$ cat src/hw/rtl/fwgs_pkg.sv
package fwgs_pkg;

	// Operation codes carried by the mode field of an input item.
	localparam logic [1:0] MODE_WRITE = 2'd0;
	localparam logic [1:0] MODE_READ  = 2'd1;
	localparam logic [1:0] MODE_SWEEP = 2'd2;

	// Configuration register indexes.
	localparam logic [1:0] REG_GRID_WIDTH  = 2'd0;
	localparam logic [1:0] REG_GRID_HEIGHT = 2'd1;
	localparam logic [1:0] REG_RANDOM_SEED = 2'd2;

	localparam int CFG_DATA_W = 16;
	localparam int SIZE_W     = 7;
	localparam int LFSR_W     = 16;

	localparam logic [LFSR_W-1:0] LFSR_MASK  = 16'hB400;
	localparam logic [LFSR_W-1:0] LFSR_RESET = 16'h0001;

	typedef enum logic [3:0] {
		ST_CLEAR,
		ST_IDLE,
		ST_ACC_RD,
		ST_ACC_USE,
		ST_SW_RD_HERE,
		ST_SW_RD_UP,
		ST_SW_LOAD,
		ST_SW_CELL,
		ST_SW_WRITE,
		ST_DONE
	} state_t;

	// Outcome of one cell rule evaluation.
	typedef struct packed {
		logic draw;
		logic set_here;
		logic set_left;
		logic set_right;
		logic clr_here;
		logic clr_up;
		logic moved;
	} cell_act_t;

endpackage

$ cat src/hw/rtl/fwgs_row_mem.sv
module fwgs_row_mem
	import fwgs_pkg::*;
#(
	parameter int DEPTH = 64,
	parameter int WIDTH = 64
) (
	input  logic                     clk,
	input  logic                     rd_en,
	input  logic [$clog2(DEPTH)-1:0] rd_addr,
	output logic [WIDTH-1:0]         rd_data,
	input  logic                     wr_en,
	input  logic [$clog2(DEPTH)-1:0] wr_addr,
	input  logic [WIDTH-1:0]         wr_data
);

	logic [WIDTH-1:0] mem [DEPTH];
	logic [WIDTH-1:0] rd_data_q;

	always_ff @(posedge clk) begin
		if (wr_en) begin
			mem[wr_addr] <= wr_data;
		end
	end

	always_ff @(posedge clk) begin
		if (rd_en) begin
			rd_data_q <= mem[rd_addr];
		end
	end

	assign rd_data = rd_data_q;

endmodule

$ cat src/hw/rtl/fwgs_cell_unit.sv
module fwgs_cell_unit
	import fwgs_pkg::*;
(
	input  logic      here,
	input  logic      up,
	input  logic      left,
	input  logic      right,
	input  logic      has_up,
	input  logic      has_left,
	input  logic      has_right,
	input  logic      side_bit,
	output cell_act_t act
);

	logic fall;
	logic slide_l;
	logic slide_r;
	logic draw;
	logic side_l;
	logic side_r;

	// Rules are tried in priority order; the sideways rule only runs when
	// none of the rules involving the cell above fired.
	always_comb begin
		fall    = has_up & ~here & up;
		slide_l = has_up & has_left & here & up & ~left;
		slide_r = has_up & has_right & here & up & ~right & ~slide_l;
		draw    = ~(fall | slide_l | slide_r);
		side_l  = draw & side_bit & has_left & here & ~left;
		side_r  = draw & ~side_bit & has_right & here & ~right;

		act.draw      = draw;
		act.set_here  = fall;
		act.set_left  = slide_l | side_l;
		act.set_right = slide_r | side_r;
		act.clr_here  = side_l | side_r;
		act.clr_up    = fall | slide_l | slide_r;
		act.moved     = fall | slide_l | slide_r | side_l | side_r;
	end

endmodule

$ cat src/hw/rtl/falling_water_grid_sweep.sv
// Falling water grid engine: a one-bit grid of water and empty cells, row 0 at the top.
// Input channel (in_valid/in_ready) carries one item with mode, row, col and
// cell_in. Mode write stores cell_in, mode read returns the cell on cell_out,
// mode sweep runs one pass from the bottom-right to the top-left cell and
// returns on moved whether any water moved. Every item gives exactly one
// result item on the output channel (out_valid/out_ready).
// The grid is held as one memory row per grid row. A cell write or read takes
// a row read and, for a write, a row write, in states ACC_RD and ACC_USE before
// DONE; a cell outside the used area or mode 3 goes from IDLE straight to DONE.
// A sweep loads the current row and the row above into two row registers, steps
// one cell per cycle through a single rule unit, then writes the row back, row
// by row from the bottom. The block works on one item at a time; in_ready is low
// from accept until the result has moved into the output register, and rises the
// cycle after.
// Reset clears the configuration to a 64 by 64 grid and seed 1, then a
// clearing pass writes every memory row to empty, one row per cycle; no item
// is accepted meanwhile, configuration writes are.
// A stalled receiver holds the result in the output register; the next item
// can be accepted while it waits, but its own result waits behind it.
module falling_water_grid_sweep
	import fwgs_pkg::*;
#(
	parameter int MAX_COLS = 64,
	parameter int MAX_ROWS = 64
) (
	input  logic                  clk,
	input  logic                  arst_n,
	input  logic                  cfg_wr_en,
	input  logic [1:0]            cfg_index,
	input  logic [CFG_DATA_W-1:0] cfg_data,
	input  logic                  in_valid,
	output logic                  in_ready,
	input  logic [1:0]            mode,
	input  logic [5:0]            row,
	input  logic [5:0]            col,
	input  logic                  cell_in,
	output logic                  out_valid,
	input  logic                  out_ready,
	output logic                  cell_out,
	output logic                  moved
);

	localparam int CW  = $clog2(MAX_COLS);
	localparam int RW  = $clog2(MAX_ROWS);
	localparam int CW1 = $clog2(MAX_COLS + 1);
	localparam int RW1 = $clog2(MAX_ROWS + 1);

	state_t state_q, state_d;

	logic [SIZE_W-1:0] grid_width_q;
	logic [SIZE_W-1:0] grid_height_q;
	logic [LFSR_W-1:0] lfsr_q;

	logic [1:0]        mode_q;
	logic [RW-1:0]     row_q;
	logic [CW-1:0]     col_q;
	logic              cell_q;
	logic [RW-1:0]     clr_q;
	logic [RW-1:0]     r_q;
	logic [CW-1:0]     c_q;
	logic [MAX_COLS-1:0] here_q;
	logic [MAX_COLS-1:0] up_q;
	logic              res_cell_q;
	logic              res_moved_q;
	logic              out_valid_q;
	logic              out_cell_q;
	logic              out_moved_q;

	logic [CW1-1:0]    used_cols;
	logic [RW1-1:0]    used_rows;
	logic              in_area;
	logic              accept;
	logic              slot_free;

	logic              mem_rd_en;
	logic [RW-1:0]     mem_rd_addr;
	logic [MAX_COLS-1:0] mem_rd_data;
	logic              mem_wr_en;
	logic [RW-1:0]     mem_wr_addr;
	logic [MAX_COLS-1:0] mem_wr_data;
	logic [MAX_COLS-1:0] acc_row;

	logic [CW-1:0]     c_lft;
	logic [CW-1:0]     c_rgt;
	logic              has_up;
	logic              has_left;
	logic              has_right;
	logic              nb_left;
	logic              nb_right;
	cell_act_t         act;

	// Sizes above the memory limits are used as the limits.
	always_comb begin
		if (32'(grid_width_q) > 32'(MAX_COLS)) begin
			used_cols = CW1'(MAX_COLS);
		end else begin
			used_cols = CW1'(grid_width_q);
		end
		if (32'(grid_height_q) > 32'(MAX_ROWS)) begin
			used_rows = RW1'(MAX_ROWS);
		end else begin
			used_rows = RW1'(grid_height_q);
		end
	end

	assign in_area   = (32'(row) < 32'(used_rows)) && (32'(col) < 32'(used_cols));
	assign accept    = in_valid && in_ready;
	assign slot_free = !out_valid_q || out_ready;

	// Neighbors of the current cell in the row registers. A missing
	// neighbor reads as water so that no rule can move into it.
	assign c_lft     = c_q - CW'(1);
	assign c_rgt     = c_q + CW'(1);
	assign has_up    = (r_q != '0);
	assign has_left  = (c_q != '0);
	assign has_right = (32'(c_q) + 32'd1) < 32'(used_cols);
	assign nb_left   = has_left ? here_q[c_lft] : 1'b1;
	assign nb_right  = has_right ? here_q[c_rgt] : 1'b1;

	fwgs_cell_unit u_cell (
		.here      (here_q[c_q]),
		.up        (up_q[c_q]),
		.left      (nb_left),
		.right     (nb_right),
		.has_up    (has_up),
		.has_left  (has_left),
		.has_right (has_right),
		.side_bit  (lfsr_q[0]),
		.act       (act)
	);

	fwgs_row_mem #(
		.DEPTH (MAX_ROWS),
		.WIDTH (MAX_COLS)
	) u_mem (
		.clk     (clk),
		.rd_en   (mem_rd_en),
		.rd_addr (mem_rd_addr),
		.rd_data (mem_rd_data),
		.wr_en   (mem_wr_en),
		.wr_addr (mem_wr_addr),
		.wr_data (mem_wr_data)
	);

	always_comb begin
		acc_row        = mem_rd_data;
		acc_row[col_q] = cell_q;
	end

	// State register.
	always_ff @(posedge clk or negedge arst_n) begin
		if (!arst_n) begin
			state_q <= ST_CLEAR;
		end else begin
			state_q <= state_d;
		end
	end

	// Sequencer: next state, memory port control and input handshake.
	always_comb begin
		state_d     = state_q;
		in_ready    = 1'b0;
		mem_rd_en   = 1'b0;
		mem_rd_addr = r_q;
		mem_wr_en   = 1'b0;
		mem_wr_addr = r_q;
		mem_wr_data = here_q;
		case (state_q)
			ST_CLEAR: begin
				mem_wr_en   = 1'b1;
				mem_wr_addr = clr_q;
				mem_wr_data = '0;
				if (clr_q == RW'(MAX_ROWS - 1)) begin
					state_d = ST_IDLE;
				end
			end
			ST_IDLE: begin
				in_ready = 1'b1;
				if (in_valid) begin
					if ((mode == MODE_WRITE || mode == MODE_READ) && in_area) begin
						state_d = ST_ACC_RD;
					end else if (mode == MODE_SWEEP && used_cols != '0 &&
						used_rows != '0) begin
						state_d = ST_SW_RD_HERE;
					end else begin
						state_d = ST_DONE;
					end
				end
			end
			ST_ACC_RD: begin
				mem_rd_en   = 1'b1;
				mem_rd_addr = row_q;
				state_d     = ST_ACC_USE;
			end
			ST_ACC_USE: begin
				if (mode_q == MODE_WRITE) begin
					mem_wr_en   = 1'b1;
					mem_wr_addr = row_q;
					mem_wr_data = acc_row;
				end
				state_d = ST_DONE;
			end
			ST_SW_RD_HERE: begin
				mem_rd_en   = 1'b1;
				mem_rd_addr = r_q;
				state_d     = ST_SW_RD_UP;
			end
			ST_SW_RD_UP: begin
				mem_rd_en   = has_up;
				mem_rd_addr = r_q - RW'(1);
				state_d     = ST_SW_LOAD;
			end
			ST_SW_LOAD: begin
				state_d = ST_SW_CELL;
			end
			ST_SW_CELL: begin
				if (c_q == '0) begin
					state_d = ST_SW_WRITE;
				end
			end
			ST_SW_WRITE: begin
				mem_wr_en   = 1'b1;
				mem_wr_addr = r_q;
				mem_wr_data = here_q;
				mem_rd_en   = (32'(r_q) >= 32'd2);
				mem_rd_addr = r_q - RW'(2);
				if (r_q == '0) begin
					state_d = ST_DONE;
				end else begin
					state_d = ST_SW_LOAD;
				end
			end
			ST_DONE: begin
				if (slot_free) begin
					state_d = ST_IDLE;
				end
			end
			default: begin
				state_d = ST_IDLE;
			end
		endcase
	end

	// Configuration registers and the side-choice LFSR.
	always_ff @(posedge clk or negedge arst_n) begin
		if (!arst_n) begin
			grid_width_q  <= SIZE_W'(64);
			grid_height_q <= SIZE_W'(64);
			lfsr_q        <= LFSR_RESET;
		end else begin
			if (cfg_wr_en && cfg_index == REG_GRID_WIDTH) begin
				grid_width_q <= cfg_data[SIZE_W-1:0];
			end
			if (cfg_wr_en && cfg_index == REG_GRID_HEIGHT) begin
				grid_height_q <= cfg_data[SIZE_W-1:0];
			end
			if (cfg_wr_en && cfg_index == REG_RANDOM_SEED) begin
				// A zero seed would lock the LFSR, so it loads as one.
				lfsr_q <= (cfg_data == '0) ? LFSR_RESET : cfg_data;
			end else if (state_q == ST_SW_CELL && act.draw) begin
				lfsr_q <= {1'b0, lfsr_q[LFSR_W-1:1]} ^ (lfsr_q[0] ? LFSR_MASK : '0);
			end
		end
	end

	// Control counters and the result flags.
	always_ff @(posedge clk or negedge arst_n) begin
		if (!arst_n) begin
			clr_q       <= '0;
			res_cell_q  <= 1'b0;
			res_moved_q <= 1'b0;
			out_valid_q <= 1'b0;
			out_cell_q  <= 1'b0;
			out_moved_q <= 1'b0;
		end else begin
			if (state_q == ST_CLEAR) begin
				clr_q <= clr_q + RW'(1);
			end
			if (accept) begin
				res_cell_q  <= 1'b0;
				res_moved_q <= 1'b0;
			end
			if (state_q == ST_ACC_USE && mode_q == MODE_READ) begin
				res_cell_q <= mem_rd_data[col_q];
			end
			if (state_q == ST_SW_CELL && act.moved) begin
				res_moved_q <= 1'b1;
			end
			if (state_q == ST_DONE && slot_free) begin
				out_valid_q <= 1'b1;
				out_cell_q  <= res_cell_q;
				out_moved_q <= res_moved_q;
			end else if (out_ready) begin
				out_valid_q <= 1'b0;
			end
		end
	end

	// Item fields, sweep position and the two row registers.
	always_ff @(posedge clk) begin
		if (accept) begin
			mode_q <= mode;
			row_q  <= RW'(row);
			col_q  <= CW'(col);
			cell_q <= cell_in;
			r_q    <= RW'(used_rows - RW1'(1));
		end
		case (state_q)
			ST_SW_RD_UP: begin
				here_q <= mem_rd_data;
			end
			ST_SW_LOAD: begin
				up_q <= has_up ? mem_rd_data : '0;
				c_q  <= CW'(used_cols - CW1'(1));
			end
			ST_SW_CELL: begin
				if (act.clr_here) begin
					here_q[c_q] <= 1'b0;
				end
				if (act.set_here) begin
					here_q[c_q] <= 1'b1;
				end
				if (act.set_left) begin
					here_q[c_lft] <= 1'b1;
				end
				if (act.set_right) begin
					here_q[c_rgt] <= 1'b1;
				end
				if (act.clr_up) begin
					up_q[c_q] <= 1'b0;
				end
				c_q <= c_q - CW'(1);
			end
			ST_SW_WRITE: begin
				here_q <= up_q;
				r_q    <= r_q - RW'(1);
			end
			default: begin
			end
		endcase
	end

	assign out_valid = out_valid_q;
	assign cell_out  = out_cell_q;
	assign moved     = out_moved_q;

`ifndef SYNTHESIS
	a_one_result_kind: assert property (@(posedge clk) disable iff (!arst_n)
		out_valid |-> !(cell_out && moved))
		else $error("result carries both a cell value and a moved flag");

	a_lfsr_nonzero: assert property (@(posedge clk) disable iff (!arst_n)
		lfsr_q != '0)
		else $error("side-choice LFSR reached zero");

	a_col_in_range: assert property (@(posedge clk) disable iff (!arst_n)
		state_q == ST_SW_CELL |-> 32'(c_q) < 32'(used_cols))
		else $error("sweep column outside the used width");

	a_row_in_range: assert property (@(posedge clk) disable iff (!arst_n)
		state_q == ST_SW_CELL |-> 32'(r_q) < 32'(used_rows))
		else $error("sweep row outside the used height");

	a_one_at_a_time: assert property (@(posedge clk) disable iff (!arst_n)
		in_valid && in_ready |=> !in_ready)
		else $error("second item accepted while one is in work");
`endif

endmodule

$ cat config.mk
export PLATFORM = sky130hd
export DESIGN_NAME = falling_water_grid_sweep
export DESIGN_NICKNAME = d
export VERILOG_FILES = /design/src/hw/rtl/fwgs_pkg.sv /design/src/hw/rtl/fwgs_row_mem.sv /design/src/hw/rtl/fwgs_cell_unit.sv /design/src/hw/rtl/falling_water_grid_sweep.sv
export SDC_FILE = /design/constraint.sdc
export NUM_CORES = 2
export LEC_CHECK = 0
export BUFFER_PORTS_ARGS = -buffer_cell sky130_fd_sc_hd__buf_4
export CORE_ASPECT_RATIO = 1.4
export CORE_MARGIN = 4
export CORE_UTILIZATION = 40
export DETAILED_ROUTE_END_ITERATION = 8
export MAX_ROUTING_LAYER = met4
export PLACE_DENSITY = 0.55
export SLEW_MARGIN = 15
export SYNTH_ARGS = -nofsm -noshare
export SYNTH_HDL_FRONTEND = slang
export SYNTH_SLANG_ARGS = --single-unit
$ cat constraint.sdc
create_clock -name clk -period 10.28 [get_ports clk]
set_clock_uncertainty 0.15 [all_clocks]
set_input_delay 0.514 -clock clk [delete_from_list [all_inputs] [get_ports clk]]
set_output_delay 0.514 -clock clk [all_outputs]
set_load 0.03 [all_outputs]
==> impl_metrics.json <==
{
  "synth_top_family_by_area": "multiplexers",
  "cts_setup_buffers": 0,
  "synthMuxAreaShare_pct": 14.5,
  "clk_latency_ns": 0.99,
  "r2r_slack_ns": 3.68,
  "num_vias": 94400,
  "start_kind": "flip-flop",
  "min_path_cells": 2,
  "yosys.area_share.adder_pct": 0.197,
  "seq_area_frac_synth_pct": 75.2,
  "leakage_nw": 61.7,
  "initial_core_util_pct": 40.1,
  "hp-class": "in2reg",
  "postCtsHoldBufs": 50,
  "synth-compound-area-share_pct": 6.09,
  "period_share_pct": 64.2,
  "worst_setup_path_end_kind": "flip-flop",
  "rr_worst_depth": 9,
  "yosys.area_share.simple_pct": 2.46,
  "cts.sinks": 4360,
  "arrival_ns": 7.02,
  "synth_edf_count": 4315,
  "crit_type": "reg2reg",
  "power_density_mw_per_mm2": 327,
  "syn_to_final_growth_pct": 13.6,
  "syn-num-nets": 8750,
  "cts-buffers-inserted": 408,
  "die_y_um": 788,
  "syn_inst": 8687,
  "setup_viol_count_final": 0,
  "post_synth.cell_area_avg_um2": 20.0,
  "status": "finished, final reports clean",
  "die_w_um": 565,
  "final_common_cell": "edfxtp_1",
  "dp_hpwl_um": 326000,
  "first_iter_violations": 11800,
  "nNetsFinal": 9015,
  "min_to": "row_q[0]",
  "cts_tree": "done",
  "place_congestion": 0.951,
  "startpoint": "state_q[3]",
  "viasPerCell": 6.27,
  "r2r_start": "state_q[3]",
  "layout_common_cells": "edfxtp_1 (4315), mux4_2 (1045), a22oi_1 (555), a21oi_1 (417), clkbuf_16 (414)",
  "h-tree-depth": 5,
  "dp.cells": 14300,
  "grt_first_pass_wirelength_um": 781000,
  "row_count": 286,
  "tns_ns": 0,
  "fin_cells": 15100,
  "synth_ff_type": "edfxtp_1",
  "crit_fanout": 23,
  "clockBufferDepth": 4,
  "drv_cap": 0,
  "worst_pin_slew_ns": 1.26,
  "grt_pass1_vias": 95100,
  "max_freq_mhz": 151,
  "finalWirelength_um": 565000,
  "cp.required_ns": 10.69,
  "grt_usage_pct": 25.7,
  "ys_ff_latch": 4360,
  "netlist_area_mm2": 0.174,
  "hold_viol_final": 0,
  "dieArea_mm2": 0.445,
  "rsz0062_at_grt": "no",
  "timing.final.crit_period_ns": 6.60,
  "wire_per_inst_um": 37.5,
  "overflow": 0,
  "irDropWorstVdd_uv": 312,
  "hp-start": "row[0]",
  "maxSlewHeadroom_pct": 15.6,
  "ioPinCount": 42,
  "io_buffer_count": 41,
  "ys_async_sr_fraction_pct": 1.03,
  "final-max-slew-violation-count": 0,
  "antenna_found_initial": 21,
  "r2r-end": "u_mem.mem[14][63]",
  "final_antenna_net_count": 0,
  "synthXorXnorAreaFrac_pct": 0.155,
  "firstDrtPassIters": 7,
  "cts_resized": 0,
  "synth_cell_types": 92,
  "drcViolationCount": 0,
  "clk_pin_slew_ns": 0.07,
  "cts_root_buffer": "clkbuf_16",
  "yosys_warnings": 0,
  "coreArea_mm2": 0.433,
  "drive_above_1_share_pct": 24.1,
  "grt_start_max_net_pins": 112
}
==> flip-flops by register name, summed over array words and instances (netlist names) <==
signal         cells
col_q              6
lfsr_q            16
res_cell_q         1
cell_out           1
out_valid          1
u_mem.rd_data     64
r_q                6
here_q            64
grid_height_q      7
c_q                6
state_q            4
grid_width_q       7
clr_q              6
moved              1
cell_q             1
row_q              6
up_q              64
mode_q             2
u_mem.mem       4096
res_moved_q        1
==> metrics by stage <==
stage | hold slack [ns] | setup slack [ns] | power (mW) | instance area [um2] | utilization, %
after floorplan | 0.0684 | 1.37 | 39.8 | 174000 | -
after global placement | 0.309 | 3.83 | 49.1 | 183000 | 42.3
after detailed placement | 0.318 | 3.81 | 49.5 | 183000 | 42.4
after CTS | 0.0493 | 3.76 | 64.8 | 197000 | 45.6
after global routing | 0.0974 | 3.29 | 66.8 | 197000 | 45.6
final | 0.124 | 3.68 | 64.5 | 197000 | 45.6
==> worst max-delay path, cell delays in order, from the launching register on <==
cell,delay (ns)
dfrtp_1,0.57
inv_1,0.28
nand2_1,0.16
nor3_1,0.79
nor2_1,0.29
a21oi_1,0.83
nor2b_1,0.39
nand3_1,0.70
nor2_4,1.24
buf_4,0.65
==> power by group <==
| part | total, mW | leakage (nW) | switching [mW] | internal (mW) |
|---|---|---|---|---|
| logic | 23.7 | 15.2 | 15.5 | 8.16 |
| clock network | 15.4 | 6.57 | 6.73 | 8.68 |
| registers | 25.4 | 39.9 | 1.13 | 24.3 |
| total | 64.5 | 61.7 | 23.4 | 41.1 |
==> synthesized netlist by cell type, drive strengths merged, types with 9 or more instances <==
master / number / area, um2
and3: 12 / 75.1
o31ai: 9 / 77.6
inv: 35 / 131
o31a: 11 / 96.3
nor4: 18 / 128
o21ai: 132 / 664
a32o: 34 / 340
o211ai: 9 / 72.6
dfrtp: 42 / 1050
nor3b: 21 / 158
o22ai: 45 / 282
nor3: 97 / 490
nor2: 247 / 927
a21boi: 31 / 233
nand4: 15 / 93.8
mux2i: 125 / 1250
a2bb2oi: 32 / 287
a311oi: 11 / 103
and2: 10 / 62.6
a31oi: 19 / 119
clkbuf: 394 / 1480
nand2b: 18 / 115
nand3b: 14 / 105
a21o: 17 / 128
buf: 175 / 813
o211a: 9 / 90.1
a222oi: 29 / 290
a22o: 33 / 289
ha: 25 / 313
mux2: 30 / 338
nand2: 322 / 1220
a211oi: 26 / 195
a21oi: 421 / 2110
nand3: 113 / 581
xor2: 12 / 105
mux4: 1045 / 23500
o221ai: 38 / 358
a22oi: 555 / 4170
nor2b: 12 / 75.1
a211o: 12 / 105
xnor2: 17 / 164
edfxtp: 4315 / 130000
==> layout make-up <==
type / count / area (um2)
multi-input cells: 3720 / 42000
well taps: 5760 / 7210
clock buffers: 487 / 10700
repair buffers: 424 / 3860
flip-flops and latches: 4360 / 131000
inverters: 38 / 143
diodes: 10 / 25.0
clock inverters: 265 / 2760
fillers: 36500 / 236000
==> kinds of logic (layout without fill, tap and decap cells) <==
family	after synthesis	count (layout)
buffers and inverters	607	1214
other	0	10
multiplexers	1200	1200
AO/OA/AOI/OAI	1533	1533
adder cells (fa/ha/maj)	28	28
XOR/XNOR	29	29
flip-flops	4360	4360
AND/OR/NAND/NOR	930	930
==> how the worst max path moves through the flow <==
stage                         to  slack (ns)  cells after the start
2_1_floorplan            up_q[0]        1.37                     15
3_3_place_gp          here_q[57]        3.83                     13
3_5_place_dp          here_q[58]        3.81                     13
4_1_cts        u_mem.mem[42][63]        3.76                      9
5_1_grt        u_mem.mem[42][61]        3.29                      9
6_report       u_mem.mem[14][63]        3.68                      9
==> routing by layer <==
metal	vias to the layer above	wire (um)	GRT usage (%)
met5	-	0	-
met4	0	26000	9.87
met3	1109	40800	3.93
met2	4532	284000	42.3
met1	51500	214000	32.3
li1	37300	-	-
Note: power is estimated with default switching activity, not from simulation.
